**config.mk**
```make
export PLATFORM = sky130hd
export DESIGN_NAME = gas_sensor_poll_sequencer
export DESIGN_NICKNAME = d
export VERILOG_FILES = /design/src/gsps_pkg.sv /design/src/gsps_core.sv /design/src/gas_sensor_poll_sequencer.sv
export SDC_FILE = /design/constraint.sdc
export NUM_CORES = 1
export LEC_CHECK = 0
export ABC_AREA = 0
export ABC_CLOCK_PERIOD_IN_PS = 2880
export BUFFER_PORTS_ARGS = -buffer_cell sky130_fd_sc_hd__buf_4
export CAP_MARGIN = 20
export CORE_AREA = 10 10 141 175
export CTS_BUF_LIST = sky130_fd_sc_hd__clkbuf_4
export DETAILED_ROUTE_END_ITERATION = 7
export DIE_AREA = 0 0 151 185
export GPL_TIMING_DRIVEN = 0
export PLACE_DENSITY = 0.66
export SLEW_MARGIN = 20
export SYNTH_ARGS = -nofsm -noshare
export SYNTH_HDL_FRONTEND = slang
export SYNTH_SLANG_ARGS = --single-unit
```
**constraint.sdc**
```tcl
create_clock -name clk -period 2.88 [get_ports clk]
set_input_delay 0.576 -clock clk [delete_from_list [all_inputs] [get_ports clk]]
set_output_delay 0.576 -clock clk [all_outputs]
set_load 0.01 [all_outputs]
```
**src/gsps_pkg.sv**
```systemverilog
// Gas sensor poll sequencer: shared types, constants and the CRC-8 helper.
// Used by gsps_core, gas_sensor_poll_sequencer and the testbench; no dependencies.
package gsps_pkg;

    // Timing, in one-millisecond ticks
    localparam logic [15:0] CYCLE_TICKS = 16'd30000;
    localparam logic [15:0] RETRY_TICKS = 16'd500;
    localparam logic [15:0] STEP_DELAY  = 16'd30;
    localparam logic [15:0] READ_DELAY  = 16'd150;

    // Sensor command words
    localparam logic [15:0] CMD_FEAT_QUERY = 16'h202F;
    localparam logic [15:0] CMD_INIT       = 16'h20AE;
    localparam logic [15:0] CMD_HUMIDITY   = 16'h2061;
    localparam logic [15:0] CMD_MEASURE    = 16'h2008;

    localparam logic [7:0] CRC_POLY = 8'h31;
    localparam logic [7:0] CRC_INIT = 8'hFF;
    localparam logic [7:0] ID_BYTE0 = 8'h10;
    localparam logic [7:0] ID_BYTE1 = 8'h06;

    // Configuration register indexes
    localparam int unsigned REG_IDX_W = 1;
    localparam logic [REG_IDX_W-1:0] REG_HUMIDITY = 1'b0;
    localparam logic [REG_IDX_W-1:0] REG_DEV_ADDR = 1'b1;
    localparam logic [6:0] DEV_ADDR_RESET = 7'd88;

    typedef enum logic [1:0] {
        OP_TICK    = 2'd0,
        OP_WR_DONE = 2'd1,
        OP_RD_DONE = 2'd2
    } op_t;

    typedef enum logic [5:0] {
        PH_FEAT_Q  = 6'b000001,
        PH_FEAT_RD = 6'b000010,
        PH_INIT    = 6'b000100,
        PH_HUM     = 6'b001000,
        PH_MEAS    = 6'b010000,
        PH_TVOC_RD = 6'b100000
    } phase_t;

    typedef struct packed {
        logic [1:0] op;
        logic       ack;
        logic [7:0] rd_byte0;
        logic [7:0] rd_byte1;
        logic [7:0] rd_byte2;
    } item_t;

    typedef struct packed {
        logic        cmd_valid;
        logic        cmd_is_read;
        logic [15:0] cmd_code;
        logic        cmd_has_arg;
        logic [15:0] cmd_arg;
        logic [7:0]  cmd_arg_crc;
        logic [15:0] tvoc_ppb;
        logic        tvoc_valid;
        logic        error_seen;
    } result_t;

    typedef struct packed {
        phase_t phase;
        logic   awaiting;
    } status_t;

    // CRC-8, MSB first, one byte
    function automatic logic [7:0] crc8_byte(input logic [7:0] crc, input logic [7:0] b);
        logic [7:0] c;
        c = crc ^ b;
        for (int k = 0; k < 8; k++)
        begin
            if (c[7])
                c = {c[6:0], 1'b0} ^ CRC_POLY;
            else
                c = {c[6:0], 1'b0};
        end
        return c;
    endfunction

endpackage

```
**src/gsps_core.sv**
```systemverilog
// Sequencer state and per-item next-state/result logic.
// Depends on gsps_pkg.
module gsps_core (
    input  logic              clk,
    input  logic              rst_n,
    input  logic              fire,
    input  gsps_pkg::item_t   item,
    input  logic [15:0]       humidity_comp,
    output gsps_pkg::result_t result,
    output gsps_pkg::status_t status
);

    gsps_pkg::phase_t phase_reg, phase_next;
    logic        await_reg, await_next;
    logic [15:0] wait_reg, wait_next;
    logic [15:0] since_reg, since_next;
    logic [15:0] tvoc_reg, tvoc_next;
    logic        valid_reg, valid_next;
    logic        error_reg, error_next;

    logic        err;
    logic [7:0]  hum_crc;
    logic [7:0]  rd_crc;
    logic [15:0] cycle_wait;
    logic        wr_phase;
    logic        rd_phase;

    assign hum_crc = gsps_pkg::crc8_byte(
        gsps_pkg::crc8_byte(gsps_pkg::CRC_INIT, humidity_comp[15:8]), humidity_comp[7:0]);
    assign rd_crc = gsps_pkg::crc8_byte(gsps_pkg::crc8_byte(
        gsps_pkg::crc8_byte(gsps_pkg::CRC_INIT, item.rd_byte0), item.rd_byte1), item.rd_byte2);

    // remaining part of the poll period, zero once it has run out
    assign cycle_wait = (since_reg < gsps_pkg::CYCLE_TICKS) ?
                        (gsps_pkg::CYCLE_TICKS - since_reg) : 16'd0;

    assign wr_phase = (phase_reg == gsps_pkg::PH_FEAT_Q) || (phase_reg == gsps_pkg::PH_INIT) ||
                      (phase_reg == gsps_pkg::PH_HUM) || (phase_reg == gsps_pkg::PH_MEAS);
    assign rd_phase = (phase_reg == gsps_pkg::PH_FEAT_RD) ||
                      (phase_reg == gsps_pkg::PH_TVOC_RD);

    always_comb
    begin
        phase_next = phase_reg;
        await_next = await_reg;
        wait_next  = wait_reg;
        since_next = since_reg;
        tvoc_next  = tvoc_reg;
        valid_next = valid_reg;
        error_next = error_reg;
        err        = 1'b0;
        result     = '0;

        case (item.op)
            gsps_pkg::OP_TICK:
            begin
                if (since_reg != 16'hFFFF)
                    since_next = since_reg + 16'd1;
                if (!await_reg)
                begin
                    if (wait_reg > 16'd1)
                        wait_next = wait_reg - 16'd1;
                    else
                    begin
                        wait_next = 16'd0;
                        await_next = 1'b1;
                        result.cmd_valid = 1'b1;
                        case (phase_reg)
                            gsps_pkg::PH_FEAT_Q:  result.cmd_code = gsps_pkg::CMD_FEAT_QUERY;
                            gsps_pkg::PH_FEAT_RD: result.cmd_is_read = 1'b1;
                            gsps_pkg::PH_INIT:    result.cmd_code = gsps_pkg::CMD_INIT;
                            gsps_pkg::PH_HUM:
                            begin
                                result.cmd_code    = gsps_pkg::CMD_HUMIDITY;
                                result.cmd_has_arg = 1'b1;
                                result.cmd_arg     = humidity_comp;
                                result.cmd_arg_crc = hum_crc;
                                since_next         = 16'd0;
                            end
                            gsps_pkg::PH_MEAS:    result.cmd_code = gsps_pkg::CMD_MEASURE;
                            gsps_pkg::PH_TVOC_RD: result.cmd_is_read = 1'b1;
                            default:
                            begin
                                result.cmd_valid = 1'b0;
                                await_next = 1'b0;
                                err = 1'b1;
                            end
                        endcase
                    end
                end
            end
            gsps_pkg::OP_WR_DONE:
            begin
                if (await_reg && wr_phase)
                begin
                    await_next = 1'b0;
                    wait_next  = gsps_pkg::STEP_DELAY;
                    if (!item.ack)
                        err = 1'b1;
                    else
                    begin
                        case (phase_reg)
                            gsps_pkg::PH_FEAT_Q: phase_next = gsps_pkg::PH_FEAT_RD;
                            gsps_pkg::PH_INIT:   phase_next = gsps_pkg::PH_HUM;
                            gsps_pkg::PH_HUM:    phase_next = gsps_pkg::PH_MEAS;
                            default:
                            begin
                                phase_next = gsps_pkg::PH_TVOC_RD;
                                wait_next  = gsps_pkg::READ_DELAY;
                            end
                        endcase
                    end
                end
            end
            gsps_pkg::OP_RD_DONE:
            begin
                if (await_reg && rd_phase)
                begin
                    await_next = 1'b0;
                    if (!item.ack || rd_crc != 8'd0)
                        err = 1'b1;
                    else if (phase_reg == gsps_pkg::PH_FEAT_RD)
                    begin
                        if (item.rd_byte0 != gsps_pkg::ID_BYTE0 ||
                            item.rd_byte1 != gsps_pkg::ID_BYTE1)
                            err = 1'b1;
                        else
                        begin
                            phase_next = gsps_pkg::PH_INIT;
                            wait_next  = gsps_pkg::STEP_DELAY;
                        end
                    end
                    else
                    begin
                        tvoc_next  = {item.rd_byte0, item.rd_byte1};
                        valid_next = 1'b1;
                        phase_next = gsps_pkg::PH_HUM;
                        wait_next  = cycle_wait;
                    end
                end
            end
            default: ;
        endcase

        if (err)
        begin
            error_next = 1'b1;
            valid_next = 1'b0;
            phase_next = gsps_pkg::PH_FEAT_Q;
            await_next = 1'b0;
            wait_next  = gsps_pkg::RETRY_TICKS;
        end

        result.tvoc_ppb   = tvoc_next;
        result.tvoc_valid = valid_next;
        result.error_seen = error_next;
    end

    always_ff @(posedge clk or negedge rst_n)
    begin
        if (!rst_n)
        begin
            phase_reg <= gsps_pkg::PH_FEAT_Q;
            await_reg <= 1'b0;
            wait_reg  <= gsps_pkg::STEP_DELAY;
            since_reg <= 16'd0;
            tvoc_reg  <= 16'd0;
            valid_reg <= 1'b0;
            error_reg <= 1'b0;
        end
        else if (fire)
        begin
            phase_reg <= phase_next;
            await_reg <= await_next;
            wait_reg  <= wait_next;
            since_reg <= since_next;
            tvoc_reg  <= tvoc_next;
            valid_reg <= valid_next;
            error_reg <= error_next;
        end
    end

    assign status.phase    = phase_reg;
    assign status.awaiting = await_reg;

endmodule

```
**src/gas_sensor_poll_sequencer.sv**
```systemverilog
// Gas sensor poll sequencer top level: item register, result register, config registers.
// Depends on gsps_pkg and gsps_core.
//
// Path: an item transfer is captured in the item register, and its result then passes
// to the result register. Throughput: one item per cycle; the item register stalls
// only while the result register holds a result that the far side is stalling.
// Reset: asynchronous, active low; sequencer starts at the feature query with a
// 30-tick wait, humidity word 0, device address 88.
module gas_sensor_poll_sequencer (
    input  logic                              clk,
    input  logic                              rst_n,
    input  logic                              item_valid,
    output logic                              item_stall,
    input  gsps_pkg::item_t                   item,
    output logic                              result_valid,
    input  logic                              result_stall,
    output gsps_pkg::result_t                 result,
    input  logic                              wr_en,
    input  logic [gsps_pkg::REG_IDX_W-1:0]    wr_index,
    input  logic [15:0]                       wr_data
);

    logic              in_vld_reg;
    gsps_pkg::item_t   in_reg;
    logic              out_vld_reg;
    gsps_pkg::result_t out_reg;
    logic [15:0]       humidity_reg;
    logic [6:0]        dev_addr_reg;   // held for the external master only

    logic              out_free;
    logic              fire;
    gsps_pkg::result_t core_result;
    gsps_pkg::status_t core_status;

    assign out_free   = !out_vld_reg || !result_stall;
    assign fire       = in_vld_reg && out_free;
    assign item_stall = in_vld_reg && !out_free;

    gsps_core u_core (
        .clk           (clk),
        .rst_n         (rst_n),
        .fire          (fire),
        .item          (in_reg),
        .humidity_comp (humidity_reg),
        .result        (core_result),
        .status        (core_status)
    );

    always_ff @(posedge clk or negedge rst_n)
    begin
        if (!rst_n)
        begin
            in_vld_reg  <= 1'b0;
            out_vld_reg <= 1'b0;
        end
        else
        begin
            if (!item_stall)
                in_vld_reg <= item_valid;
            if (out_free)
                out_vld_reg <= fire;
        end
    end

    always_ff @(posedge clk)
    begin
        if (item_valid && !item_stall)
            in_reg <= item;
        if (fire)
            out_reg <= core_result;
    end

    always_ff @(posedge clk or negedge rst_n)
    begin
        if (!rst_n)
        begin
            humidity_reg <= 16'd0;
            dev_addr_reg <= gsps_pkg::DEV_ADDR_RESET;
        end
        else if (wr_en)
        begin
            case (wr_index)
                gsps_pkg::REG_HUMIDITY: humidity_reg <= wr_data;
                gsps_pkg::REG_DEV_ADDR: dev_addr_reg <= wr_data[6:0];
                default: ;
            endcase
        end
    end

    assign result_valid = out_vld_reg;
    assign result       = out_reg;

    // stall is only raised with both stages full
    a_stall_full: assert property (@(posedge clk) disable iff (!rst_n)
        item_stall |-> (in_vld_reg && out_vld_reg))
        else $error("item stall without both stages full");

    a_phase_onehot: assert property (@(posedge clk) disable iff (!rst_n)
        $onehot(core_status.phase))
        else $error("phase register not one-hot");

    // read requests never carry a command word or argument
    a_read_clean: assert property (@(posedge clk) disable iff (!rst_n)
        (result_valid && result.cmd_is_read) |->
            (result.cmd_valid && result.cmd_code == 16'd0 && !result.cmd_has_arg))
        else $error("malformed read request");

    // an issued command puts the sequencer into the awaiting state
    a_cmd_sets_await: assert property (@(posedge clk) disable iff (!rst_n)
        (fire && core_result.cmd_valid) |=> core_status.awaiting)
        else $error("command issued without awaiting completion");

    a_dev_addr_wr: assert property (@(posedge clk) disable iff (!rst_n)
        (wr_en && wr_index == gsps_pkg::REG_DEV_ADDR) |=> dev_addr_reg == $past(wr_data[6:0]))
        else $error("device address write lost");

endmodule

```
==> flow_metrics.env <==
export IMPL_cts_reportedPaths_clkPinSlew_ns=0.15
export IMPL_synth_distinct_cells=65
export IMPL_core_um2=21300
export IMPL_end_kind="flip-flop"
export IMPL_row_count=60
export IMPL_ir_worst_vdd_uv=398
export IMPL_synth_edf_count=78
export IMPL_dieArea_um2=27900
export IMPL_ys_flop_type="edfxtp_1"
export IMPL_grt_usage_pct=13.8
export IMPL_clock_latency_ns=0.56
export IMPL_synth_area_um2=7940
export IMPL_layout_drive_gt1_share_pct=35.0
export IMPL_nFillCells=2015
export IMPL_cts_root_buffer="clkbuf_4"
export IMPL_cp_max_fo=7
export IMPL_slew_headroom_pct=36.2
export IMPL_areaGrowthSynthToFinish_pct=26.8
export IMPL_min_period_ns=3.11
export IMPL_required_ns=3.33
export IMPL_p_per_area_nw_per_um2=667
export IMPL_die_h_um=185
export IMPL_run_status="finished with violations"
export IMPL_start_util_pct=37.2
export IMPL_grt_pass1_vias=5786
export IMPL_worstReg2RegEnd="u_core.phase_reg[4]$_DFFE_PN0P_"
export IMPL_fin_crit_sh_pct=108
export IMPL_overflow=0
export IMPL_cts_buffers_inserted=17
export IMPL_dieWidth_um=151
export IMPL_htree_levels=4
export IMPL_r2r_start="in_reg[16]$_DFFE_PP_"
export IMPL_fin_skew_ns=0.0239
export IMPL_largest_reg_flops=51
export IMPL_regArea_um2=4230
export IMPL_finalHoldViolations=0
export IMPL_post_route_util_pct=47.2
export IMPL_rrSetupSlack_ns=-0.23
export IMPL_rsz0062_at_grt="yes"
export IMPL_drt_iter0_markers=332
export IMPL_reg2reg_depth=9
export IMPL_io_pins=112
export IMPL_finalNetCount=896
export IMPL_setup_slack_ns=-0.231
export IMPL_grt_pass1_wl_um=30600
export IMPL_io_buffers=103
export IMPL_drv_slew=0
export IMPL_finalSetupViolations=58
export IMPL_vias=5689
export IMPL_hold_ws_ns=0.0358
export IMPL_ys_ff_latch=153
export IMPL_dr_pass1_iters=5
export IMPL_drc=0
export IMPL_syn_area_per_cell_um2=11.7
export IMPL_async_flop_share_pct=49.0
export IMPL_cts_tree="built"
export IMPL_fmax_mhz=321
export IMPL_cts_sink_count=153
export IMPL_synthCells=679
export IMPL_worstMarginPinSlew_ns=0.950
export IMPL_drv_cap=0
export IMPL_ctsHoldBuffers=0
export IMPL_wire_per_inst_um=16.9
export IMPL_startpoint_type="flip-flop"
export IMPL_routed_wl_um=19100
export IMPL_clockBufferDepth=2
export IMPL_yosysSeqAreaShare_pct=53.2
export IMPL_violations="setup timing"
export IMPL_hpwl_um=13300
export IMPL_leakage_nw=4.25
export IMPL_crit_type="reg -> reg"
export IMPL_viasPerCell=5.03
export IMPL_grt_max_degree=76
export IMPL_cp_arrival_ns=3.56
export IMPL_hp_class="in -> async"
export IMPL_drt_antenna_violating_nets=0
export IMPL_gp_congestion=0.875
export IMPL_antenna_found_initial=1
export IMPL_ys_warn_count=0
export IMPL_multi_input_area_um2=3660
## layout make-up
| type | count | share of cell area, % |
|---|---|---|
| buffer | 36 | 2.33 |
| sequential | 153 | 42.0 |
| clock inverter | 15 | 2.36 |
| inverter | 24 | 0.933 |
| clock buffer | 17 | 1.27 |
| antenna | 1 | 0.0249 |
| multi-input combinational | 467 | 36.4 |
| timing repair buffer | 140 | 11.2 |
| tap | 279 | 3.47 |
## worst max-delay path: stages (launching register included)
cell and delay (ns):
edfxtp_1 0.41, buf_6 0.15, xnor3_1 0.41, xnor3_1 0.42, nor3_1 0.38, o211a_4 0.27, nand3_2 0.11, a21o_2 0.23
a22oi_4 0.29, mux2_4 0.34
## logic make-up after synthesis
family                     count (synthesis)  share of synthesized area (%)
and+or+nand+nor                          200                           13.1
buffers and inverters                     66                           3.78
muxes                                     56                           7.92
adders and majority gates                  8                           1.26
xor gates and xnor gates                  93                           11.8
DFF                                      153                           53.2
other                                      1                         0.0473
AOI/OAI and AO/OA                        102                           8.89
## synth_stat cells, drive strengths merged, types with 19 or more instances
library cell / number / area share, %
xor2: 28 / 3.1
a21oi: 29 / 1.8
edfxtp: 78 / 30
and2: 24 / 1.9
dfrtp: 70 / 22
nand2: 36 / 1.7
inv: 24 / 1.1
nor2: 57 / 2.9
o21ai: 19 / 1.2
nand3: 21 / 1.5
xnor2: 57 / 6.4
clkbuf: 24 / 1.1
mux2: 54 / 7.7
## stage by stage
| stage | TNS [ns] | total power [mW] | cell area (um2) | instances | setup WS [ns] |
|---|---|---|---|---|---|
| global route | -13.48 | 7.13 | 10100 | 1132 | -0.332 |
| floorplan | -0.723 | 4.38 | 8020 | 686 | -0.106 |
| finish | -7.37 | 6.71 | 10100 | 1132 | -0.231 |
| global placement | -35.42 | 4.86 | 9140 | 1068 | -0.837 |
| CTS | -12.63 | 6.66 | 9830 | 1119 | -0.311 |
| detailed placement | -29.26 | 4.91 | 9200 | 1070 | -0.718 |
## repair_timing
item,CTS,global route
endpoints found under the setup margin,87,88
resized for setup,33,34
pin swaps,11,16
buffers inserted,18,16
cloned,1,0
## worst max-delay path by stage
| stage | startpoint | end | slack (ns) |
|---|---|---|---|
| after floorplan | in_reg[17]$_DFFE_PP_ | u_core.phase_reg[1]$_DFFE_PN0P_ | -0.11 |
| after global placement | result_stall | u_core.since_reg[7]$_DFFE_PN0P_ | -0.84 |
| after detailed placement | u_core.wait_reg[6]$_DFFE_PN0P_ | u_core.phase_reg[2]$_DFFE_PN0P_ | -0.72 |
| after CTS | in_reg[20]$_DFFE_PP_ | u_core.phase_reg[4]$_DFFE_PN0P_ | -0.31 |
| after global routing | in_reg[16]$_DFFE_PP_ | u_core.phase_reg[2]$_DFFE_PN0P_ | -0.33 |
| final | in_reg[16]$_DFFE_PP_ | u_core.phase_reg[4]$_DFFE_PN0P_ | -0.23 |
## power breakdown
group	switching [mW]	internal, mW
registers	0.251	2.58
logic	1.17	1.07
clock network	0.852	0.800
## layout by cell type, fill, tap and decap left out, types with 9 or more instances in the layout
| cell | count |
|---|---|
| inv_1 | 22 |
| buf_4 | 143 |
| mux2_2 | 43 |
| clkbuf_4 | 18 |
| edfxtp_1 | 78 |
| o21ai_0 | 13 |
| xnor2_1 | 54 |
| nor2_1 | 54 |
| clkbuf_1 | 15 |
| dfrtp_1 | 69 |
| and3_1 | 10 |
| a21oi_1 | 22 |
| mux2_4 | 11 |
| nand3_1 | 19 |
| xor2_1 | 27 |
| and2_1 | 23 |
| nor4_1 | 9 |
| nand2_1 | 34 |
## metal layers
layer  track usage, %  share of wire, %  vias to the layer above
li1                 -                 -                     2732
met1             16.3                41                     2782
met2             23.7                53                      150
met3             3.47               4.5                       25
met4             4.59               1.7                        0
met5                0                 0                        -
Power figures use the tool's default switching activity.
